[src/hdl/yle_pkg.sv]
package yle_pkg;

    localparam int MAX_DIM_DEF = 4096;
    localparam int QUEUE_DEPTH = 4;

    localparam logic [7:0] CH_SPACE   = 8'h20;
    localparam logic [7:0] CH_NEWLINE = 8'h0A;
    localparam logic [7:0] CH_ZERO    = 8'h30;
    localparam logic [7:0] CH_NINE    = 8'h39;
    localparam logic [7:0] CH_W       = 8'h57;
    localparam logic [7:0] CH_H       = 8'h48;
    localparam logic [7:0] CH_C       = 8'h43;

    localparam logic [3:0] CHROMA_LEN = 4'd7;
    localparam logic [3:0] CHROMA_BAD = 4'd8;

    typedef enum logic [2:0] {
        PH_MAGIC    = 3'd0,
        PH_SEP      = 3'd1,
        PH_TAG      = 3'd2,
        PH_IDLE     = 3'd3,
        PH_FRAMEHDR = 3'd4,
        PH_LUMA     = 3'd5,
        PH_CHROMA   = 3'd6,
        PH_REJECT   = 3'd7
    } phase_t;

    typedef enum logic [1:0] {
        TAG_NONE = 2'd0,
        TAG_W    = 2'd1,
        TAG_H    = 2'd2,
        TAG_C    = 2'd3
    } tag_t;

    typedef enum logic [1:0] {
        KIND_PIXEL  = 2'd0,
        KIND_DONE   = 2'd1,
        KIND_TRUNC  = 2'd2,
        KIND_REJECT = 2'd3
    } kind_t;

    typedef struct packed {
        logic [7:0] data_byte;
        logic       end_of_stream;
    } byte_item_t;

    typedef struct packed {
        kind_t       kind;
        logic [7:0]  luma;
        logic [11:0] pixel_row;
        logic [11:0] pixel_col;
    } result_t;

    // Results caused by one byte: first always valid, second when two is set
    typedef struct packed {
        logic    two;
        result_t first;
        result_t second;
    } pair_t;

    function automatic logic [7:0] chroma_char(input logic [2:0] pos);
        logic [7:0] c;
        case (pos)
            3'd0:    c = 8'h34;  // 4
            3'd1:    c = 8'h32;  // 2
            3'd2:    c = 8'h30;  // 0
            3'd3:    c = 8'h6A;  // j
            3'd4:    c = 8'h70;  // p
            3'd5:    c = 8'h65;  // e
            3'd6:    c = 8'h67;  // g
            default: c = 8'h00;
        endcase
        return c;
    endfunction

    function automatic result_t status_result(input kind_t k);
        result_t r;
        r.kind      = k;
        r.luma      = 8'd0;
        r.pixel_row = 12'd0;
        r.pixel_col = 12'd0;
        return r;
    endfunction

endpackage

[src/hdl/yle_back.sv]
module yle_back (
    input  logic              clk,
    input  logic              rst_n,
    input  logic              head_valid,
    input  yle_pkg::pair_t    head,
    output logic              pop,
    output logic              res_valid,
    input  logic              res_stall,
    output yle_pkg::result_t  res_item
);

    logic             valid_reg, valid_next;
    logic             sub_reg, sub_next;
    yle_pkg::result_t data_reg, data_next;
    logic             load;

    assign load = head_valid && (!valid_reg || !res_stall);

    always_comb
    begin
        valid_next = valid_reg;
        sub_next = sub_reg;
        data_next = data_reg;
        pop = 1'b0;
        if (load)
        begin
            valid_next = 1'b1;
            data_next = sub_reg ? head.second : head.first;
            // Drop the entry once its last result is out
            pop = !head.two || sub_reg;
            sub_next = !pop;
        end
        else if (!res_stall)
        begin
            valid_next = 1'b0;
        end
    end

    always_ff @(posedge clk)
    begin
        data_reg <= data_next;
    end

    always_ff @(posedge clk or negedge rst_n)
    begin
        if (!rst_n)
        begin
            valid_reg <= 1'b0;
            sub_reg <= 1'b0;
        end
        else
        begin
            valid_reg <= valid_next;
            sub_reg <= sub_next;
        end
    end

    assign res_valid = valid_reg;
    assign res_item = data_reg;

    a_sub_needs_pair: assert property (@(posedge clk) disable iff (!rst_n)
        (sub_reg && head_valid) |-> head.two)
        else $error("second result pending on single entry");

    a_sub_after_load: assert property (@(posedge clk) disable iff (!rst_n)
        $rose(sub_reg) |-> valid_reg)
        else $error("second result pending without first shown");

    a_pop_on_load: assert property (@(posedge clk) disable iff (!rst_n)
        pop |-> load)
        else $error("entry dropped without loading a result");

endmodule

[config.mk]
export PLATFORM = sky130hd
export DESIGN_NAME = yle_back
export DESIGN_NICKNAME = d
export VERILOG_FILES = /design/src/hdl/yle_pkg.sv /design/src/hdl/yle_back.sv
export SDC_FILE = /design/constraint.sdc
export NUM_CORES = 1
export LEC_CHECK = 0
export BUFFER_PORTS_ARGS = -buffer_cell sky130_fd_sc_hd__buf_4
export CAP_MARGIN = 20
export CORE_MARGIN = 2
export CORE_UTILIZATION = 47
export CTS_BUF_LIST = sky130_fd_sc_hd__clkbuf_8
export DETAILED_ROUTE_END_ITERATION = 12
export PLACE_DENSITY = 0.88
export SLEW_MARGIN = 20
export SYNTH_ARGS = -nofsm -noshare
export SYNTH_HDL_FRONTEND = slang
export SYNTH_SLANG_ARGS = --single-unit
[constraint.sdc]
create_clock -name clk -period 3.69 [get_ports clk]
set_clock_uncertainty 0.1 [all_clocks]
set_input_delay 0.738 -clock clk [delete_from_list [all_inputs] [get_ports clk]]
set_output_delay 0.738 -clock clk [all_outputs]
set_load 0.01 [all_outputs]
## Word level (Yosys, flattened, before mapping)

Cells that the tools add are included.

| storage, ports and cells | value |
|---|---|
| register bits | 36 |
| output and inout port bits | 36 |

| operators by class | value |
|---|---|
| equal/unequal tests | 1 |
| mux-type cells | 4 |
| reduce and logical (&&, ||, !) cells | 7 |

Operators by type and width:

| kind | number |
|---|---|
| $mux 34 | 1 |
| $logic_not 1->1 | 4 |
| $mux 1 | 3 |
| $logic_or 1x1->1 | 2 |
| $ne 2x1->1 const B | 1 |
| $logic_and 1x1->1 | 1 |

## Depth between registers and ports, before layout

Gate-level depths: netlist of the first run.

| depth | value |
|---|---|
| depth after elaboration | 4 |
| mapped depth | 3 |
| gate-level depth less buffers | 2 |

## Worst setup path after synthesis of the first run

No wires, ideal clock.

| timing | value |
|---|---|
| path type | input port to output port |
| start | input port head_valid |
| end | output port pop |
| data arrival time | 2.072 ns |
| data required time | 2.852 ns |
| path slack | 0.780 ns |
| stages | 2 |
| buffers on the path | 0 |
| path through | a21boi_2 nor2b_1 |

| between the ends | value |
|---|---|
| cells in the longest elaborated chain, start to end | 2 |

Ends and longest elaborated chain:

| item | line | source |
|---|---|---|
| start, declared | yle_back.sv:4 | `input logic head_valid,` |
| $logic_and 1x1->1 | yle_back.sv:17 | `assign load = head_valid && (!valid_reg \|\| !res_stall);` |
| $mux 1 | yle_back.sv:25 | `if (load)` |
| end, declared | yle_back.sv:6 | `output logic pop,` |

No other way between the ends.

## Worst setup path after layout of the first run

| timing | value |
|---|---|
| start | register sub_reg |
| end | output port pop |

| between the ends | value |
|---|---|
| cells in the longest elaborated chain, start to end | 2 |

Ends and longest elaborated chain:

| item | line | source |
|---|---|---|
| start, declared | yle_back.sv:13 | `logic sub_reg, sub_next;` |
| start signal, assigned | yle_back.sv:54 | `sub_reg <= sub_next;` |
| $logic_or 1x1->1 | yle_back.sv:30 | `pop = !head.two \|\| sub_reg;` |
| $mux 1 | yle_back.sv:25 |  |

No other way between the ends.

==> load_flow_metrics.sql, run 1 <==
INSERT INTO impl_metrics (metric_group, metric, value, unit) VALUES
('route', 'num_vias', '1121', ''),
('global_routing', 'grt_start_max_net_pins', '36', ''),
('timing', 'report.final.hold_viol_count', '0', ''),
('cts', 'cts.repair.resized', '0', ''),
('final_layout', 'nets_finish', '265', ''),
('cts', 'clock_insertion_delay_worst_skew', '0.28', 'ns'),
('worst_setup_path', 'worst_setup_path_start_kind', 'flip-flop', ''),
('pwr', 'sw_share', '23.1', '%'),
('pwr', 'comb_power_share', '26.9', '%'),
('timing', 'setup_repair_after_global_routing_missed_its_margin', 'no', ''),
('yosys', 'synthDistinctLibCells', '9', ''),
('final_layout', 'drive_above_1_share', '79.3', '%'),
('yosys', 'avgSynthCellArea', '21.2', 'sq um'),
('yosys', 'flip_flop_and_latch_count_after_synthesis', '36', ''),
('outcome', 'status', 'complete, no violations', ''),
('cts', 'cts-hold-fix-buffers', '0', ''),
('die', 'starting_density_of_the_core', '49.5', '%'),
('timing', 'setup_total_negative_slack', '0', 'ns'),
('cts', 'path_clk_slew', '0.07', 'ns'),
('die', 'io_pins', '109', ''),
('die', 'rows', '21', ''),
('pwr', 'cellPowerDensity', '430', 'nW/um^2'),
('worst_setup_path', 'cp_common_cell', 'sky130_fd_sc_hd__nor2b_1', ''),
('route', 'met3RoutedLength', '341', 'um'),
('route', 'route.detailed.drc', '0', ''),
('global_routing', 'global_route.overflow_total', '0', ''),
('placed_design', 'port-buffer-count', '108', ''),
('cts', 'cts_inserted_buffers', '5', ''),
('cts', 'post_cts_buffers', '0', ''),
('global_routing', 'global_route.usage.total', '18.7', '%'),
('timing', 'final.period_utilization', '59.8', '%'),
('cts', 'ctsHtreeMaxLevel', '2', ''),
('route', 'drtIter0Drc', '37', ''),
('route', 'top_layer_used', 'met4', ''),
('global_routing', 'grt_pass1_vias', '1220', ''),
('placed_design', 'dpl.hpwl', '2890', 'um'),
('cts', 'max-clock-path-buffers', '2', ''),
('placed_design', 'final_weighted_congestion_of_routability_driven_global_placement', '0.674', ''),
('route', 'detail_route.wirelength.met1', '1190', 'um'),
('pwr', 'netSwitchingPower', '257', 'uW'),
('worst_setup_path', 'timing.critical_path.fanout_max', '19', ''),
('route', 'route.detailed.vias_per_inst', '4.69', ''),
('timing', 'setup_viol_count_final', '0', ''),
('cts', 'tritoncts', 'built', ''),
('final_layout', 'max_reg_flops', '34', ''),
('worst_setup_path', 'timing.critical_path.to_type', 'output port', ''),
('yosys', 'synthCells', '79', ''),
('pwr', 'share_seq_of_total_power', '48.4', '%'),
('die', 'die_footprint', '4060', 'sq um'),
('final_layout', 'insertedDiodeCount', '0', ''),
('timing', 'worst-slew-pin-transition', '0.519', 'ns'),
('yosys', 'seq_area_frac_synth', '63.9', '%'),
('worst_setup_path', 'critical_path.cell_chain', 'nor2b_1 > nor2b_1 > buf_4', ''),
('worst_setup_path', 'critPathSlowestCell', 'sky130_fd_sc_hd__dfrtp_2', ''),
('hold_path', 'kind_of_path_behind_the_tightest_hold_check', 'in -> async', ''),
('route', 'dr.pass1.iters', '4', ''),
('timing', 'timing.fmax', '0.453', 'GHz'),
('worst_setup_path', 'delay_of_the_slowest_cell_on_the_worst_path', '0.70', 'ns'),
('route', 'routed_wl', '3650', 'um'),
('die', 'fp.dieW', '63.7', 'um'),
('pwr', 'intPower', '855', 'uW'),
('die', 'fp.dieH', '63.7', 'um'),
('worst_setup_path', 'critical_path_arrival', '1.37', 'ns'),
('timing', 'hold_slack', '0.129', 'ns'),
('worst_setup_path', 'required', '2.85', 'ns'),
('die', 'floorplan.core_area', '3390', 'sq um'),
('cts', 'ctsRootBufferMaster', 'sky130_fd_sc_hd__clkbuf_8', ''),
('route', 'final_antenna_net_count', '0', ''),
('yosys', 'yosysWarningCount', '0', ''),
('global_routing', 'wire_length_of_the_first_global_routing_pass', '5580', 'um'),
('yosys', 'synth_nets', '152', '');
cell usage after synthesis:
cell / n / area (sq um)
sky130_fd_sc_hd__a21boi_2: 1 / 11.3
sky130_fd_sc_hd__a21o_1: 1 / 7.51
sky130_fd_sc_hd__buf_12: 3 / 60.1
sky130_fd_sc_hd__buf_6: 1 / 11.3
sky130_fd_sc_hd__dfrtp_1: 2 / 50.1
sky130_fd_sc_hd__edfxtp_1: 34 / 1020
sky130_fd_sc_hd__mux2_2: 6 / 67.6
sky130_fd_sc_hd__mux2_4: 29 / 435
sky130_fd_sc_hd__nor2b_1: 2 / 12.5
cells in the final DEF, fill, tap and decap left out, drive strengths merged:
master and n:
buf 110, mux2 35, edfxtp 34, clkbuf 6, nor2b 2, inv 2, dfrtp 2, a21boi 1
a21o 1
layout make-up:
cell class | count | area, sq um
multi-input combinational | 39 | 542
tap | 46 | 57.6
clock buffer | 6 | 82.6
sequential | 36 | 1070
timing repair buffer | 110 | 826
clock inverter | 2 | 7.51
fill | 228 | 802
critical path: cells and delay by family (launching register included):
family                 cells  cell delay, ns
buffers and inverters      1            0.13
flip-flops                 1            0.70
AND/OR/NAND/NOR            2            0.26
metrics by stage:
step	util [%]	instances	instance area [sq um]	power [uW]	worst slack, ns
finish	76.3	239	2590	1110	1.48
global route	76.3	239	2590	1160	1.40
CTS	76.3	239	2590	1120	1.47
detailed placement	73.7	231	2500	851	1.58
global placement	73.7	231	2500	838	1.59
floorplan	-	79	1680	749	0.780
cells by family (layout without fill, tap and decap cells):
logic type      Yosys count  count (layout)  share of synthesized area [%]
buf+inv                   4             118                           4.25
mux                      35              35                           30.0
flops                    36              36                           63.9
compound gates            2               2                           1.12
simple gates              2               2                          0.746
path summary, 6_finish.rpt:
path	cells after the start	end	from
max	3	pop	sub_reg$_DFFE_PN0P_
min	1	sub_reg$_DFFE_PN0P_	rst_n
min in group clk	1	res_valid$_DFFE_PN0P_	res_valid$_DFFE_PN0P_
max reg2reg	2	res_item[10]$_DFFE_PP_	sub_reg$_DFFE_PN0P_
max in group asynchronous	1	sub_reg$_DFFE_PN0P_	rst_n
min reg2reg	1	res_valid$_DFFE_PN0P_	res_valid$_DFFE_PN0P_
power groups by stage:
stage | Combinational [uW] | Sequential, uW | Clock [uW]
6_report | 300 | 538 | 274
3_3_place_gp | 293 | 545 | 0
2_1_floorplan | 203 | 545 | 0
4_1_cts | 304 | 539 | 279
3_5_place_dp | 303 | 548 | 0
5_1_grt | 318 | 543 | 299
routing by layer:
layer  vias to the layer above  track usage, %
met5                         -               0
li1                        530               -
met3                         4            8.57
met4                         0            6.79
met1                       522            17.7
met2                        65            34.9
No activity file was read; power rests on OpenSTA's default activity.
==> run 2, diff against run 1 <==
ABC_AREA = 1   (was unset)
CORE_UTILIZATION = 38   (was 47)
PLACE_DENSITY = 0.78   (was 0.88)
clock period = 1.98 ns   (was 3.69 ns; I/O delays follow)
==> load_flow_metrics.sql, run 2 <==
INSERT INTO impl_metrics (metric_group, metric, value, unit) VALUES
('timing', 'setup_total_negative_slack', '0', 'ns'),
('final_layout', 'final_design_area_no_fill', '2500', 'sq um'),
('yosys', 'dominantRegCellSynth', 'sky130_fd_sc_hd__edfxtp_1', ''),
('worst_setup_path', 'timing.reg2reg.setup_slack', '0.58', 'ns'),
('yosys', 'synthCells', '154', ''),
('global_routing', 'wire_length_of_the_first_global_routing_pass', '5630', 'um'),
('yosys', 'synth_async_sr_flop_share', '5.56', '%'),
('final_layout', 'drive_above_1_share', '44.0', '%'),
('placed_design', 'final_weighted_congestion_of_routability_driven_global_placement', '0.694', ''),
('worst_setup_path', 'worst_setup_path_start_kind', 'flip-flop', ''),
('route', 'drtIter0Drc', '96', ''),
('worst_setup_path', 'timing.critical_path.fanout_max', '4', ''),
('cts', 'cts_inserted_buffers', '5', ''),
('hold_path', 'hold_path.startpoint', 'head[54]', ''),
('worst_setup_path', 'critical_path_class', 'reg -> out', ''),
('hold_path', 'hold_path_end', 'res_item[20]$_DFFE_PP_', ''),
('die', 'die_footprint', '4690', 'sq um'),
('hold_path', 'min_delay_path_depth', '3', ''),
('final_layout', 'highest_count_cells_in_the_layout_ignoring_fill_and_taps', '109 x sky130_fd_sc_hd__buf_4, 107 x sky130_fd_sc_hd__nand2_1, 34 x sky130_fd_sc_hd__edfxtp_1', ''),
('yosys', 'synthDistinctLibCells', '9', ''),
('global_routing', 'global_route.overflow_total', '0', ''),
('placed_design', 'dpl.hpwl', '2770', 'um'),
('worst_setup_path', 'depth_of_the_worst_register_to_register_path', '4', ''),
('hold_path', 'kind_of_path_behind_the_tightest_hold_check', 'in -> reg', ''),
('final_layout', 'n_fill_cell', '344', ''),
('die', 'rows', '23', ''),
('cts', 'cts.repair.resized', '0', ''),
('pwr', 'cellPowerDensity', '776', 'nW/um^2'),
('outcome', 'status', 'complete, no violations', ''),
('placed_design', 'port-buffer-count', '108', ''),
('worst_setup_path', 'required', '1.48', 'ns'),
('cts', 'max-clock-path-buffers', '2', ''),
('final_layout', 'insertedDiodeCount', '0', ''),
('yosys', 'avgSynthCellArea', '10.3', 'sq um'),
('final_layout', 'mostFrequentLayoutCell', 'sky130_fd_sc_hd__buf_4', ''),
('timing', 'report.final.hold_viol_count', '0', ''),
('cts', 'path_clk_slew', '0.07', 'ns'),
('route', 'routed_wl', '3710', 'um'),
('route', 'drt-wirelength-per-cell', '11.7', 'um'),
('cts', 'cts.sinks', '36', ''),
('yosys', 'synth_edf_count', '34', ''),
('die', 'io_pins', '109', ''),
('route', 'route.detailed.drc', '0', ''),
('yosys', 'synth.cell_area', '1580', 'sq um'),
('route', 'dr.pass1.iters', '4', ''),
('cts', 'tritoncts', 'built', ''),
('die', 'floorplan.core_area', '4000', 'sq um'),
('yosys', 'flip_flop_and_latch_count_after_synthesis', '36', ''),
('worst_setup_path', 'worstReg2RegStart', 'res_valid$_DFFE_PN0P_', ''),
('final_layout', 'multiInputGateArea', '424', 'sq um'),
('global_routing', 'antenna_found_initial', '0', ''),
('yosys', 'yosysWarningCount', '0', ''),
('job', 'drv.max_cap_violation_count', '0', ''),
('worst_setup_path', 'rr_endpoint', 'res_item[24]$_DFFE_PP_', ''),
('die', 'starting_density_of_the_core', '39.5', '%'),
('yosys', 'seq_area_frac_synth', '67.7', '%'),
('timing', 'worst-slew-pin-transition', '0.335', 'ns'),
('route', 'route.detailed.vias_per_inst', '4.41', ''),
('cts', 'ctsHtreeMaxLevel', '2', ''),
('final_layout', 'synthToLayoutAreaGrowth', '58.1', '%'),
('cts', 'ctsRootBufferMaster', 'sky130_fd_sc_hd__clkbuf_8', ''),
('final_layout', 'nets_finish', '338', ''),
('timing', 'setup_viol_count_final', '0', ''),
('global_routing', 'grt_pass1_vias', '1313', ''),
('timing', 'drv_slew', '0', ''),
('worst_setup_path', 'critical_path_arrival', '1.17', 'ns'),
('global_routing', 'global_route.usage.total', '16.4', '%'),
('worst_setup_path', 'timing.critical_path.to_type', 'output port', ''),
('timing', 'timing.fmax', '0.602', 'GHz'),
('yosys', 'synth_top_area_share', '64.6', '%'),
('placed_design', 'dpl_cell_area', '2410', 'sq um'),
('timing', 'final.period_utilization', '83.9', '%'),
('final_layout', 'fin_util', '62.5', '%'),
('yosys', 'synth.most_common_cell', 'sky130_fd_sc_hd__nand2_1', ''),
('cts', 'post_cts_buffers', '0', ''),
('final_layout', 'max_reg_flops', '34', ''),
('global_routing', 'grt_start_max_net_pins', '37', ''),
('yosys', 'synth_top_cells_by_count', '107 x sky130_fd_sc_hd__nand2_1, 34 x sky130_fd_sc_hd__edfxtp_1, 5 x sky130_fd_sc_hd__buf_6', ''),
('pwr', 'finalPower', '1940', 'uW'),
('route', 'num_vias', '1392', ''),
('timing', 'final.min_clock_period', '1.66', 'ns'),
('die', 'fp.dieH', '68.5', 'um'),
('pwr', 'power.leakage', '0.00127', 'uW'),
('yosys', 'synth_area_leader_cell', 'sky130_fd_sc_hd__edfxtp_1', ''),
('timing', 'slew-limit-headroom', '77.7', '%'),
('yosys', 'synth_nets', '227', ''),
('timing', 'setup_repair_after_global_routing_missed_its_margin', 'no', ''),
('yosys', 'post_synth_main_area_contributors', 'sky130_fd_sc_hd__edfxtp_1 65%, sky130_fd_sc_hd__nand2_1 25%, sky130_fd_sc_hd__buf_6 3.6%, sky130_fd_sc_hd__dfrtp_1 3.2%, sky130_fd_sc_hd__a21oi_4 1.0%', ''),
('final_layout', 'ff_latch_area', '1070', 'sq um'),
('pwr', 'power.ir.vdd_worst', '0.569', 'mV'),
('route', 'final_antenna_net_count', '0', ''),
('cts', 'clock_insertion_delay_worst_skew', '0.27', 'ns'),
('die', 'fp.dieW', '68.5', 'um');
[run 2: through the flow]
step | instances | setup slack, ns | hold WS, ns
finish | 316 | 0.319 | 0.285
global route | 316 | 0.215 | 0.281
CTS | 316 | 0.304 | 0.276
detailed placement | 307 | 0.455 | 0.0797
global placement | 307 | 0.512 | 0.0792
floorplan | 154 | 0.176 | 0.000409
[run 2: final cells by class]
cell class / count / area share (%)
Sequential cell: 36 / 42.8
Timing Repair Buffer: 111 / 33.9
Multi-Input combinational cell: 109 / 17.0
Clock buffer: 5 / 2.75
Tap cell: 50 / 2.50
Inverter: 2 / 0.600
Clock inverter: 3 / 0.450
[run 2: worst max-delay path by stage]
stage | start | to | slack [ns] | depth (start not counted)
6_report | res_valid$_DFFE_PN0P_ | pop | 0.32 | 4
5_1_grt | res_valid$_DFFE_PN0P_ | pop | 0.22 | 4
4_1_cts | res_valid$_DFFE_PN0P_ | pop | 0.30 | 4
3_5_place_dp | res_stall | res_item[14]$_DFFE_PP_ | 0.46 | 5
3_3_place_gp | res_stall | res_item[14]$_DFFE_PP_ | 0.51 | 5
2_1_floorplan | res_valid$_DFFE_PN0P_ | res_item[0]$_DFFE_PP_ | 0.18 | 3
[run 2: logic make-up after synthesis]
logic type | share of synthesized area, %
compound gates | 1.03
buf+inv | 5.46
flops | 67.7
simple gates | 25.8
[run 2: timing repair]
action,CTS,global route
endpoints found under the setup margin,0,0
endpoints found under the hold margin,2,0
hold buffers,1,0
[run 2: worst max-delay path, stage by stage (launching register included)]
cell,delay (ns)
sky130_fd_sc_hd__dfrtp_1,0.39
sky130_fd_sc_hd__nand2_1,0.11
sky130_fd_sc_hd__nand2_1,0.14
sky130_fd_sc_hd__a21oi_4,0.13
sky130_fd_sc_hd__buf_4,0.12
[run 2: routing by layer]
layer  vias to the layer above  global-route usage, %  part of all wire (%)
met2                        61                   30.9                    55
met5                         -                      0                     0
li1                        712                      -                     -
met1                       615                   17.0                    35
met4                         0                   7.75                   1.6
met3                         4                   3.73                   8.8
[run 2: report_power, final]
part,internal [uW],switching (uW)
Combinational,245,254
Clock,234,229
Sequential,951,26.1
