$ cat src/hdl/yle_pkg.sv
package yle_pkg;

    localparam int MAX_DIM_DEF = 4096;
    localparam int QUEUE_DEPTH = 4;

    localparam logic [7:0] CH_SPACE   = 8'h20;
    localparam logic [7:0] CH_NEWLINE = 8'h0A;
    localparam logic [7:0] CH_ZERO    = 8'h30;
    localparam logic [7:0] CH_NINE    = 8'h39;
    localparam logic [7:0] CH_W       = 8'h57;
    localparam logic [7:0] CH_H       = 8'h48;
    localparam logic [7:0] CH_C       = 8'h43;

    localparam logic [3:0] CHROMA_LEN = 4'd7;
    localparam logic [3:0] CHROMA_BAD = 4'd8;

    typedef enum logic [2:0] {
        PH_MAGIC    = 3'd0,
        PH_SEP      = 3'd1,
        PH_TAG      = 3'd2,
        PH_IDLE     = 3'd3,
        PH_FRAMEHDR = 3'd4,
        PH_LUMA     = 3'd5,
        PH_CHROMA   = 3'd6,
        PH_REJECT   = 3'd7
    } phase_t;

    typedef enum logic [1:0] {
        TAG_NONE = 2'd0,
        TAG_W    = 2'd1,
        TAG_H    = 2'd2,
        TAG_C    = 2'd3
    } tag_t;

    typedef enum logic [1:0] {
        KIND_PIXEL  = 2'd0,
        KIND_DONE   = 2'd1,
        KIND_TRUNC  = 2'd2,
        KIND_REJECT = 2'd3
    } kind_t;

    typedef struct packed {
        logic [7:0] data_byte;
        logic       end_of_stream;
    } byte_item_t;

    typedef struct packed {
        kind_t       kind;
        logic [7:0]  luma;
        logic [11:0] pixel_row;
        logic [11:0] pixel_col;
    } result_t;

    // Results caused by one byte: first always valid, second when two is set
    typedef struct packed {
        logic    two;
        result_t first;
        result_t second;
    } pair_t;

    function automatic logic [7:0] chroma_char(input logic [2:0] pos);
        logic [7:0] c;
        case (pos)
            3'd0:    c = 8'h34;  // 4
            3'd1:    c = 8'h32;  // 2
            3'd2:    c = 8'h30;  // 0
            3'd3:    c = 8'h6A;  // j
            3'd4:    c = 8'h70;  // p
            3'd5:    c = 8'h65;  // e
            3'd6:    c = 8'h67;  // g
            default: c = 8'h00;
        endcase
        return c;
    endfunction

    function automatic result_t status_result(input kind_t k);
        result_t r;
        r.kind      = k;
        r.luma      = 8'd0;
        r.pixel_row = 12'd0;
        r.pixel_col = 12'd0;
        return r;
    endfunction

endpackage

$ cat src/hdl/yle_queue.sv
module yle_queue #(
    parameter int DEPTH = yle_pkg::QUEUE_DEPTH
) (
    input  logic           clk,
    input  logic           rst_n,
    input  logic           push,
    input  yle_pkg::pair_t push_entry,
    input  logic           pop,
    output logic           full,
    output logic           head_valid,
    output yle_pkg::pair_t head
);

    localparam int PTR_W = (DEPTH > 1) ? $clog2(DEPTH) : 1;
    localparam int CNT_W = $clog2(DEPTH + 1);

    yle_pkg::pair_t   entries [DEPTH];
    logic [PTR_W-1:0] wr_ptr_reg, wr_ptr_next;
    logic [PTR_W-1:0] rd_ptr_reg, rd_ptr_next;
    logic [CNT_W-1:0] count_reg, count_next;

    assign full = (count_reg == CNT_W'(DEPTH));
    assign head_valid = (count_reg != '0);
    assign head = entries[rd_ptr_reg];

    always_comb
    begin
        wr_ptr_next = wr_ptr_reg;
        rd_ptr_next = rd_ptr_reg;
        count_next = count_reg;
        if (push)
        begin
            wr_ptr_next = (wr_ptr_reg == PTR_W'(DEPTH - 1)) ? '0 : wr_ptr_reg + PTR_W'(1);
        end
        if (pop)
        begin
            rd_ptr_next = (rd_ptr_reg == PTR_W'(DEPTH - 1)) ? '0 : rd_ptr_reg + PTR_W'(1);
        end
        if (push && !pop)
            count_next = count_reg + CNT_W'(1);
        else if (pop && !push)
            count_next = count_reg - CNT_W'(1);
    end

    always_ff @(posedge clk)
    begin
        if (push)
        begin
            entries[wr_ptr_reg] <= push_entry;
        end
    end

    always_ff @(posedge clk or negedge rst_n)
    begin
        if (!rst_n)
        begin
            wr_ptr_reg <= '0;
            rd_ptr_reg <= '0;
            count_reg  <= '0;
        end
        else
        begin
            wr_ptr_reg <= wr_ptr_next;
            rd_ptr_reg <= rd_ptr_next;
            count_reg  <= count_next;
        end
    end

    a_no_overflow: assert property (@(posedge clk) disable iff (!rst_n)
        push |-> (count_reg != CNT_W'(DEPTH)))
        else $error("push into full queue");

    a_no_underflow: assert property (@(posedge clk) disable iff (!rst_n)
        pop |-> (count_reg != '0))
        else $error("pop from empty queue");

    a_count_grows: assert property (@(posedge clk) disable iff (!rst_n)
        (push && !pop) |=> (count_reg == $past(count_reg) + CNT_W'(1)))
        else $error("queue count did not advance on push");

    a_ptr_gap: assert property (@(posedge clk) disable iff (!rst_n)
        (count_reg == '0) |-> (wr_ptr_reg == rd_ptr_reg))
        else $error("empty queue with pointers apart");

endmodule

$ cat config.mk
export PLATFORM = sky130hd
export DESIGN_NAME = yle_queue
export DESIGN_NICKNAME = d
export VERILOG_FILES = /design/src/hdl/yle_pkg.sv /design/src/hdl/yle_queue.sv
export SDC_FILE = /design/constraint.sdc
export NUM_CORES = 1
export LEC_CHECK = 0
export BUFFER_PORTS_ARGS = -buffer_cell sky130_fd_sc_hd__buf_2
export CAP_MARGIN = 10
export CORE_MARGIN = 3
export CORE_UTILIZATION = 45
export CTS_CLUSTER_SIZE = 14
export DETAILED_ROUTE_END_ITERATION = 7
export PLACE_DENSITY = 0.7
export SLEW_MARGIN = 20
export SYNTH_ARGS = -nofsm -noshare
export SYNTH_HDL_FRONTEND = slang
export SYNTH_SLANG_ARGS = --single-unit
$ cat constraint.sdc
create_clock -name clk -period 3.1 [get_ports clk]
set_input_delay 0 -clock clk [delete_from_list [all_inputs] [get_ports clk]]
set_output_delay 0 -clock clk [all_outputs]
set_load 0.005 [all_outputs]
== Word-level counts from Yosys, hierarchy flattened ==
Memory sizes are Yosys's and may differ from the RTL's.
Index checks and enable logic that the tools add are counted.

* Flip-flop bits (word level): 7
* Memories: 1
* Output and inout port bits: 71
* Input port bits: 73
* Bits in writable memories: 276

* Add/subtract/negate cells: 4
* Reduce and logical (&&, ||, !) cells: 6
* Multiplexer cells: 6
* Equal/unequal tests: 3

{| class="wikitable"
|+ Memories
! memory !! words !! bits a word !! rd ports !! clocked after memory_dff !! write ports !! RTL line !! RTL
|-
| entries || 4 || 69 || 1 || 0 || 1 || yle_queue.sv:17 || <nowiki>yle_pkg::pair_t entries [DEPTH];</nowiki>
|}

{| class="wikitable"
|+ Operators by type and width
! cell !! number
|-
| two-way mux 3 bit || 2
|-
| adder 2 x 1 -> 2 bit (second input constant) || 2
|-
| equality test 2 bit (second input constant) || 2
|-
| two-way mux 2 bit || 2
|-
| adder 3 x 1 -> 3 bit (second input constant) || 1
|-
| equality test 3 bit (second input constant) || 1
|-
| nonzero test 3 bit || 1
|-
| subtractor 3 x 1 -> 3 bit (second input constant) || 1
|-
| logical AND 1 bit || 2
|-
| logical NOT 1 bit || 2
|-
| two-way mux 1 bit || 2
|-
| nonzero test 2 bit || 1
|}

== Depth between registers and ports, before layout ==
Gate-level depths: netlist (run 1).

* Depth after elaboration: 4
* Mapped depth: 7
* Gate-level depth less buffers: 7

== Least setup slack after synthesis (run 1) ==
OpenSTA, ideal clock, no wires.

* Path type: reg-to-reg
* Start point: register wr_ptr_reg[0]
* End point: memory entries[0][0] in the netlist's numbering, enable pin
* Setup slack: 0.425 ns
* Period minus slack after synthesis: 2.675 ns
* Path buffers: 0
* Arrival: 2.241 ns
* Data required time: 2.666 ns
* Stages on the path, launching flop included: 4
* Path through: dfrtp_1 > inv_1 > ha_1 > and2_1

{| class="wikitable"
|+ RTL lines
! what !! RTL line !! RTL
|-
| from (decl) || yle_queue.sv:18 || <nowiki>logic [PTR_W-1:0] wr_ptr_reg, wr_ptr_next;</nowiki>
|-
| from (signal assigned) || yle_queue.sv:63 || <nowiki>wr_ptr_reg <= wr_ptr_next;</nowiki>
|-
| to (decl) || yle_queue.sv:17 ||
|}

Straight into the memory's write port.

==> results of run 1 <==
[Yosys cell counts]
master      n
fa_1        1
nor2_1      3
mux4_1      1
edfxtp_1  276
ha_1        6
or3_1       1
buf_6       1
mux4_2     68
clkbuf_1    1
and2_1      4
nor3b_1     1
xnor2_1     1
buf_12      7
nand2_1     2
xor2_1      2
inv_1       4
mux2_2      3
dfrtp_1     7
o21ai_0     2
buf_2       7
[cell usage in the layout, fill, tap and decap left out, drive strengths merged]
cell / count
or3: 1
mux2: 3
edfxtp: 276
ha: 6
buf: 150
fa: 1
and2: 4
clkbuf: 35
xnor2: 1
o21ai: 2
nor3b: 1
mux4: 69
dfrtp: 7
clkinv: 16
inv: 4
nor2: 3
dlygate4sd3: 73
xor2: 2
nand2: 2
[cell families after synthesis]
group | share of synthesized area
multiplexers | 0.152
buffers and inverters | 0.0196
XOR/XNOR | 0.00252
AND/OR/NAND/NOR | 0.00551
adder cells (fa/ha/maj) | 0.00910
flip-flops | 0.810
AO/OA/AOI/OAI | 0.000958
[worst max-delay path, cell delays in order, from the launching register on]
cell	delay, ns
dfrtp_4	0.79
buf_4	0.39
mux4_2	0.55
buf_2	0.14
[how the worst max path moves through the flow]
stage / endpoint
after floorplan: entries[0][0]
after global placement: head[49]
after detailed placement: head[7]
after CTS: head[7]
after global routing: head[9]
final: head[3]
[metrics by stage]
step	instances	cell area, um^2	util	power (uW)
after global placement	817	11500	0.505	8130
after global routing	941	13000	0.574	11700
after detailed placement	817	11500	0.505	8200
after CTS	941	13000	0.574	11300
after floorplan	398	10400	-	7160
final	941	13000	0.574	11100
[power by group through the flow]
stage / registers, uW / logic, uW / clock network, uW
floorplan: 5120 / 2040 / 0
global placement: 5360 / 2760 / 0
detailed placement: 5400 / 2790 / 0
CTS: 5330 / 2880 / 3070
global route: 5380 / 3050 / 3230
finish: 5300 / 2790 / 2990
[metal layers]
layer,routed length [um],global-route usage,up-vias
li1,-,-,2190
met1,7690,0.195,2543
met2,9400,0.248,138
met3,929,0.0302,25
met4,298,0.0324,0
met5,0,0,-
[what timing repair did]
action / in CTS / in global routing
hold buffers: 73 / 0
endpoints found under the hold margin: 288 / 0
endpoints found under the setup margin: 0 / 0
[area by class of cell]
class                      count  area, um^2
inverter                       4        15.0
sequential                   283        8470
clock buffer                  35         748
timing repair buffer         223        1570
tap                          285         357
clock inverter                16        80.1
multi-input combinational     95        1790
fill                        1680        9670
==> metrics.md, run 1 <==
| Metric | Value |
|---|---|
| Post-synth top area share | 0.793 |
| Combinational Power Share | 0.252 |
| Clock slew at reported path FFs | 0.06 ns |
| Power per cell area | 850 nW/um^2 |
| Total track usage | 0.145 |
| Clk network pwr share | 0.270 |
| Sw Ratio | 0.264 |
| Clock tree buffer depth | 3 |
| Worst Hold Launch | push_entry[24] |
| Yosys cell types | 20 |
| CTS Root Cell | clkbuf_16 |
| Clock sinks | 283 |
| Synthesized net count | 478 |
| Fmax | 413 MHz |
| Final Setup Violations | 0 |
| Worst setup path start | rd_ptr_reg[0] |
| Fin crit share | 0.781 |
| Core region area | 22,700 um^2 |
| Int Power | 8160 uW |
| ANT nets after route | 0 |
| Clock latency at the later pin of the worst-skew pair | 0.52 ns |
| Max FFs per register | 276 |
| DIE AREA | 25,100 um^2 |
| Postcts setup bufs | 0 |
| GPL Wtd Cong | 0.695 |
| Slew @ Worst Pin | 0.782 ns |
| Mapped Cells | 398 |
| DP HPWL | 10,900 um |
| Top cell type by total area after synthesis | edfxtp_1 |
| Vias in the first global route | 5,205 |
| First DRT Iteration DRCs | 232 |
| R2r setup slk | 1.24 ns |
| Kind of critical path | flop to output port |
| Final net count | 715 |
| Max Cap Viol | 0 |
| Worst setup margin | 0.680 ns |
| Nature of the critical path startpoint | flop |
| Detailed Routing Iterations Pass 1 | 5 |
| Area grow syn2layout | 24.8% |
| Leak pwr | 0.00451 uW |
| Vias per cell | 5.20 |
| DRC viols | 0 |
| Starting Density | 0.460 |
| Worst EP arrival | 2.42 ns |
| Cell Area, Synth | 10,400 um^2 |
| CTS buffer count | 28 |
| Wire length per cell | 19.5 um |
| First-pass GRT wire length | 28,100 um |
| Avg Cell Area, Syn | 26.3 um^2 |
| R2R Path End | entries[0][39] |
| Crit path max fanout | 27 |
| Layout Skew | 0.0109 ns |
| Post-Route WL | 18,300 um |
| Die Width | 158 um |
| Synth top area cells | edfxtp_1, mux4_2, dfrtp_1, buf_12, ha_1 |
| CTS tree | built |
| FP Rows | 55 |
| Reg-to-Reg Start | wr_ptr_reg[0] |
| Slew Limit Fails | 0 |
| Total congestion overflow | 0 |
| Hold Crit Depth | 2 |
| CP endpoint kind | output port |
| H-tree levels | 1 |
| Max_slew headroom | 0.478 |
| P_sw | 2920 uW |
| Vias | 4,896 |
| ANT cells | 0 |
| Hold WS | 0.227 ns |
| DP Worst Slack | 1.14 ns |
| Chip Height | 158 um |
| WP data required | 3.10 ns |
| Pin count of the biggest net entering global routing | 50 |
| Cts repair resizes | 0 |
| Hold Path Sink | entries[2][24] |
| IO Count | 144 |
| Max VDD drop | 624 uV |
| RSZ-0062 raised after global routing | no |
| Min Tclk post-route | 2.42 ns |
| Sequential cell area fraction in the yosys report | 0.810 |
| Run status | complete, no violations |
| Worst Hold Class | input pin to flop |
| Final Hold Viols | 0 |
| Reg2Reg Depth | 4 |
| Seq pwr share | 0.478 |
| Flops & latches, synth | 283 |
| Initial antenna violation count | 0 |
| Setup_tns | 0 ns |
| Proportion of layout cells with a drive suffix above 1 | 0.401 |
| PortBufs | 143 |
| Synth Warn # | 0 |
(Power assumes the default switching activity.)
==> run 2: changes to the inputs <==
--- a/config.mk
+++ b/config.mk
@@ -5,6 +5,7 @@
 export SDC_FILE = /design/constraint.sdc
 export NUM_CORES = 1
 export LEC_CHECK = 0
+export ABC_AREA = 1
 export BUFFER_PORTS_ARGS = -buffer_cell sky130_fd_sc_hd__buf_2
 export CAP_MARGIN = 10
 export CORE_MARGIN = 3
==> constraint.sdc (replaced) <==
create_clock -name clk -period 2.4 [get_ports clk]
set_input_delay 0 -clock clk [delete_from_list [all_inputs] [get_ports clk]]
set_output_delay 0 -clock clk [all_outputs]
set_load 0.005 [all_outputs]
==> run 2 against run 1 <==
Clock-buffer cell count up 2. Highest routed layer unchanged. Largest power group unchanged. Sequential power increased by 23%. Utilization is essentially flat. Combinational power is 63% higher. Global-route usage increased by 1.5 points. Critical endpoint is now head[28]. Sequential share of layout area decreased by 4.7 points. Total power rose by 38%. Worst hold slack worse by 0.019 ns. Sequential cell count unchanged. Via count increased by 43%.
==> metrics.md, run 2 <==
| Metric | Value |
|---|---|
| Placed instance count | 1,298 (+59%) |
| Run status | complete, no violations |
| CTS buffer count | 28 (unchanged) |
| FP Rows | 57 (+3.6%) |
| First-pass GRT wire length | 34,200 um (+22%) |
| Fin crit share | 0.924 |
| Max VDD drop | 779 uV (+25%) |
| Leak pwr | 0.00570 uW (+26%) |
| Power per cell area | 1090 nW/um^2 (+28%) |
| Clock slew at reported path FFs | 0.06 ns (about the same) |
| Slew Limit Fails | 0 (unchanged) |
| GPL Wtd Cong | 0.725 (+4.2%) |
| Vias in the first global route | 6,716 (+29%) |
| CTS Root Cell | clkbuf_16 |
| Final net count | 1,157 (+62%) |
| Synthesized net count | 938 (+96%) |
| Wire length per cell | 15.4 um (-21%) |
| Slew @ Worst Pin | 0.596 ns (-0.187 ns) |
| Top cell type by total area after synthesis | edfxtp_1 |
| CP endpoint kind | output port |
| Final core occ | 0.574 (about the same) |
| Synth Warn # | 0 (unchanged) |
| Top FF cell, synth | edfxtp_1 |
| CTS tree | built |
| Vias | 6,988 (+43%) |
| Crit path max fanout | 86 (+220%) |
| Chip Height | 164 um (+3.8%) |
| Total congestion overflow | 0 (unchanged) |
| Clock sinks | 283 (unchanged) |
| Final Instance Area | 14,000 um^2 (+7.8%) |
| Cts repair resizes | 0 (unchanged) |
| Fraction of registers with async set/reset | 0.0247 (unchanged) |
| Max_slew headroom | 0.603 (+0.124) |
| Clock tree buffer depth | 3 (unchanged) |
| Post-Route WL | 21,900 um (+20%) |
| Non-filler cells, final | 1,422 (+51%) |
| Max FFs per register | 276 (unchanged) |
| Nature of the critical path startpoint | flop |
| Post-synth top area share | 0.734 (-0.0592) |
| Layout Skew | 0.00809 ns (-0.00279 ns) |
| Proportion of layout cells with a drive suffix above 1 | 0.188 (-0.213) |
| EDFF count, synth | 276 (unchanged) |
| DIE AREA | 27,000 um^2 (+7.8%) |
| Core region area | 24,500 um^2 (+7.7%) |
| Clock latency at the later pin of the worst-skew pair | 0.54 ns (+0.02 ns) |
| Pin count of the biggest net entering global routing | 87 (+74%) |
| Min Tclk post-route | 2.22 ns |
| Area grow syn2layout | 24.4% |
| WP data required | 2.40 ns (-0.70 ns) |
| Cell Area, Synth | 11,300 um^2 (+8.1%) |
| Kind of critical path | flop to output port |
| Post-synth top cells | edfxtp_1, nand2_1, inv_1 |
| Cell with the most instances after synthesis | edfxtp_1 |
| Synth top area cells | edfxtp_1, o211ai_1, nand2_1, inv_1, dfrtp_1 |
| Worst EP arrival | 2.22 ns (-0.20 ns) |
| Final Hold Viols | 0 (unchanged) |
| Total track usage | 0.160 (+0.0153) |
| Reg-to-Reg Start | wr_ptr_reg[0] |
| Initial antenna violation count | 1 (+1) |
| Commonest non-fill, non-tap cells in the layout | edfxtp_1, nand2_1, inv_1, buf_2, o211ai_1 |
| Max Cap Viol | 0 (unchanged) |
| Avg Cell Area, Syn | 13.2 um^2 (-50%) |
| Final Setup Violations | 0 (unchanged) |
| Sequential cell area fraction in the yosys report | 0.749 (-0.0605) |
| RSZ-0062 raised after global routing | no |
| Mapped Cells | 858 (+120%) |
| First DRT Iteration DRCs | 437 (+88%) |
| Flops & latches, synth | 283 (unchanged) |
| PortBufs | 143 (unchanged) |
| Commonest non-fill, non-tap cell in the layout | edfxtp_1 |
| ANT nets after route | 0 (unchanged) |
| DP HPWL | 12,900 um (+18%) |
| IO Count | 144 (unchanged) |
| Starting Density | 0.462 (+0.00150) |
| R2r setup slk | 0.52 ns (-0.72 ns) |
| H-tree levels | 1 (unchanged) |
| Hold WS | 0.208 ns (-0.0187 ns) |
| Post-DP Area | 12,400 um^2 (+8.3%) |
| Worst Hold Launch | push_entry[22] |
| DRC viols | 0 (unchanged) |
| Detailed Routing Iterations Pass 1 | 5 (unchanged) |
| Worst Hold Class | input pin to flop |
| Die Width | 164 um (+3.8%) |
| Fmax | 451 MHz |
| Setup_tns | 0 ns (unchanged) |
| Worst setup path start | rd_ptr_reg[0] |
| Vias per cell | 4.91 (-5.6%) |
| Yosys cell types | 19 (-5.0%) |
[run 2: cell count changes after synthesis, sizes merged, moves of 3 or more]
| cell | before | now |
|---|---|---|
| inv | 4 | 151 |
| buf | 15 | 36 |
| nand2 | 2 | 224 |
| mux4 | 69 | 0 |
| clkbuf | 1 | 9 |
| mux2 | 3 | 0 |
| and2 | 4 | 0 |
| o211ai | 0 | 138 |
[run 2: cell families (layout without fill, tap and decap cells)]
group	after synthesis	in the layout	share of synthesized area
flops	283	283	0.749
simple gates	229	229	0.0766
buf+inv	196	435	0.0712
compound gates	142	142	0.0935
fa+ha+maj	7	7	0.00842
xor+xnor	1	1	0.000776
other cells	0	1	0
[run 2: worst paths after layout]
kind,end,cells after the start
hold / removal,entries[1][22],2
hold reg to reg,count_reg[2],2
min in group asynchronous,count_reg[1],3
setup / recovery,head[28],6
max in group asynchronous,rd_ptr_reg[1],3
setup reg to reg,entries[0][34],5
[run 2: critical path, cell delays in order, from the launching register on]
cell      delay [ns]
dfrtp_1         0.46
inv_8           0.36
buf_4           0.35
nand2_1         0.09
o211ai_1        0.13
nand2_1         0.08
buf_2           0.13
[run 2: area by class of cell]
class	instances	area (um^2)
fillers	1945	10400
flip-flops and latches	283	8460
multi-input cells	379	2020
repair buffers	234	1680
clock buffers	37	764
inverters	151	584
well taps	324	405
clock inverters	13	119
diodes	1	2.50
[run 2: repair_timing]
action                    CTS  global route
setup buffers               0             0
hold buffers               73             0
hold endpoints to repair  289             0
[run 2: where the power goes]
part / leakage, uW / switching, uW / internal [uW]
Clock: 0.000434 / 1740 / 2440
Combinational: 0.00265 / 2850 / 1710
Sequential: 0.00262 / 212 / 6330
Total: 0.00570 / 4810 / 10500
[run 2: metrics by stage]
stage / total power (uW) / setup slack, ns
after floorplan: 9370 / 0.00504
after global placement: 11100 / 0.528
after detailed placement: 11200 / 0.525
after CTS: 15500 / 0.188
after global routing: 16200 / 0.0453
final: 15300 / 0.183
[run 2: routing by layer]
layer,GRT usage,part of all wire,routed length (um)
met1,0.203,0.41,9040
met2,0.282,0.50,11000
met3,0.0329,0.063,1370
met4,0.0435,0.025,542
met5,0,0,0
==> run 3: changes to the inputs <==
--- a/config.mk
+++ b/config.mk
@@ -5,7 +5,7 @@
 export SDC_FILE = /design/constraint.sdc
 export NUM_CORES = 1
 export LEC_CHECK = 0
-export ABC_AREA = 1
+export ABC_CLOCK_PERIOD_IN_PS = 2400
 export BUFFER_PORTS_ARGS = -buffer_cell sky130_fd_sc_hd__buf_2
 export CAP_MARGIN = 10
 export CORE_MARGIN = 3
==> run 3 against run 2 <==
Global-route usage fell by 0.28 points. Sequential cell count did not move. Final area fell by 5.4%. Sequential power rose by 3.4%. Register-to-register slack improved by 0.09 ns. Clock-buffer cell count fell by 1. Worst hold slack improved by 0.0063 ns. Die area fell by 7.2%. Combinational power fell by 16%. Critical path depth fell by 3. Sequential share of layout area rose by 3.5 points. Critical path type unchanged.
==> metrics.md, run 3 (synthesis results as in run 1) <==
| Metric | Value |
|---|---|
| M2 GR Usage | 0.268 (-0.0141) |
| Commonest non-fill, non-tap cell in the layout | edfxtp_1 |
| Worst path cell trace | buf_4, mux4_2, buf_2 |
| Layout Skew | 0.0228 ns (+0.0147 ns) |
| Commonest non-fill, non-tap cells in the layout | edfxtp_1, buf_2, dlygate4sd3_1, mux4_2, clkbuf_16 |
| First DRT Iteration DRCs | 249 (-43%) |
| Max FFs per register | 276 (unchanged) |
| Grt peak-use layer | met2 |
| Clock sinks | 283 (unchanged) |
| Clock tree buffer depth | 3 (unchanged) |
| Worst EP arrival | 2.22 ns (about the same) |
| DP HPWL | 11,900 um (-7.7%) |
| PortBufs | 143 (unchanged) |
| Pin count of the biggest net entering global routing | 41 (-53%) |
| Crit path to | head[68] |
| R2r setup slk | 0.61 ns (+0.09 ns) |
| Final Instance Area | 13,300 um^2 (-5.4%) |
| Run status | complete, no violations |
| Kind of critical path | flop to output port |
| CP endpoint kind | output port |
| Detailed Routing Iterations Pass 1 | 4 (-1) |
| GPL Wtd Cong | 0.716 (-1.2%) |
| Wire length per cell | 20.6 um (+34%) |
| Chip Height | 158 um (-3.7%) |
| Final Hold Viols | 0 (unchanged) |
| Fmax | 450 MHz (-0.17%) |
| Total congestion overflow | 0 (unchanged) |
| Nature of the critical path startpoint | flop |
| First-pass GRT wire length | 30,400 um (-11%) |
| Slew Limit Fails | 0 (unchanged) |
| GR Util met3 | 0.0381 (+0.00520) |
| CTS tree | built |
| RSZ-0062 raised after global routing | no |
| Power per cell area | 1140 nW/um^2 (+4.8%) |
| Min Tclk post-route | 2.22 ns (+0.00386 ns) |
| IO Count | 144 (unchanged) |
| Slew @ Worst Pin | 0.642 ns (+0.0461 ns) |
| DIE AREA | 25,100 um^2 (-7.2%) |
| Hold WS | 0.214 ns (+0.00628 ns) |
| Worst Hold Class | input pin to flop |
| CTS buffer count | 29 (+3.6%) |
| Reg-to-Reg Start | wr_ptr_reg[0] |
| Met1 Resource Use GR | 0.208 (+0.00582) |
| H-tree levels | 1 (unchanged) |
| Reg2Reg Depth | 4 (-1) |
| Proportion of layout cells with a drive suffix above 1 | 0.421 (+0.233) |
| Initial antenna violation count | 2 (+1) |
| Vias in the first global route | 5,413 (-19%) |
| Clock slew at reported path FFs | 0.06 ns (about the same) |
| Die Width | 158 um (-3.7%) |
| Total track usage | 0.157 (-0.00280) |
| Placed instance count | 827 (-36%) |
| Clock latency at the later pin of the worst-skew pair | 0.53 ns (about the same) |
| Max Cap Viol | 0 (unchanged) |
| DRC viols | 0 (unchanged) |
| Setup_tns | 0 ns (unchanged) |
| Max_slew headroom | 0.572 (-0.0308) |
| Worst setup path start | rd_ptr_reg[1] |
| Fin crit share | 0.925 (+0.00161) |
| Leak pwr | 0.00464 uW (-19%) |
| CP max-delay cell | dfrtp_4 |
| Final core occ | 0.585 (+0.0108) |
| R2R Path End | entries[0][3] |
| Core region area | 22,700 um^2 (-7.2%) |
| CP max stage delay | 0.84 ns (+0.38 ns) |
| Vias | 4,943 (-29%) |
| Starting Density | 0.460 (-0.00150) |
| Post-DP Area | 11,600 um^2 (-7.0%) |
| Area grow syn2layout | 27.1% |
| ANT nets after route | 0 (unchanged) |
| WP data required | 2.40 ns (about the same) |
| Non-filler cells, final | 954 (-33%) |
| Vias per cell | 5.18 (+5.4%) |
| Post-Route WL | 19,700 um (-10%) |
| Crit path max fanout | 40 (-53%) |
| CTS Root Cell | clkbuf_16 |
| FP Rows | 55 (-3.5%) |
| Final net count | 727 (-37%) |
| Final Setup Violations | 0 (unchanged) |
| Max VDD drop | 735 uV (-5.7%) |
==> run 3: cell count changes in the layout (fill, tap and decap cells not counted), moves of 3 or more <==
cell,delta
mux4_2,+68
and2_4,+4
bufinv_16,+3
nand2_1,-222
mux2_2,+3
o211ai_1,-138
clkinv_1,-3
inv_1,-141
==> run 3: worst max-delay path: cells and delay by family, from the launching register on <==
family / cells / cell delay (ns)
buf+inv: 2 / 0.49
flops: 1 / 0.84
mux: 1 / 0.33
==> run 3: worst min path at each step <==
stage	slack (ns)	to	from	depth (start not counted)
finish	0.21	entries[0][48]	push_entry[48]	2
global route	0.21	entries[3][43]	push_entry[43]	2
CTS	0.19	entries[3][41]	push_entry[41]	2
detailed placement	-0.14	count_reg[1]	rst_n	1
global placement	-0.15	count_reg[2]	rst_n	1
floorplan	-0.30	count_reg[0]	rst_n	0
==> run 3: power by group <==
| group | leakage, uW | switching, uW | internal, uW | total (uW) |
|---|---|---|---|---|
| Clock | 0.000476 | 1760 | 2780 | 4540 |
| Sequential | 0.00262 | 416 | 6340 | 6760 |
| Combinational | 0.00155 | 1760 | 2090 | 3850 |
| Total | 0.00464 | 3930 | 11200 | 15200 |
==> run 3: metal layers <==
| metal | wire, um | part of all wire |
|---|---|---|
| met1 | 8120 | 0.41 |
| met2 | 10000 | 0.51 |
| met3 | 1220 | 0.062 |
| met4 | 285 | 0.014 |
| met5 | 13 | 0.00066 |
==> run 3: stage by stage <==
| step | power [uW] | worst slack, ns |
|---|---|---|
| detailed placement | 10700 | 0.513 |
| global placement | 10600 | 0.528 |
| CTS | 15400 | 0.112 |
| floorplan | 9220 | 0.477 |
| finish | 15200 | 0.179 |
| global route | 15900 | 0.0714 |
==> run 3: repair_timing <==
item	4_1_cts	5_1_grt
setup buffers	1	0
endpoints found under the setup margin	13	0
hold buffers	73	0
gates resized for setup	0	0
endpoints found under the hold margin	288	0
==> run 3: layout make-up <==
cell class	instances	area, um^2
multi-input combinational	95	1790
sequential	283	8470
clock buffer	36	762
fill	1626	9420
clock inverter	16	211
inverter	4	15.0
tap	285	357
timing repair buffer	234	1680
antenna	1	2.50
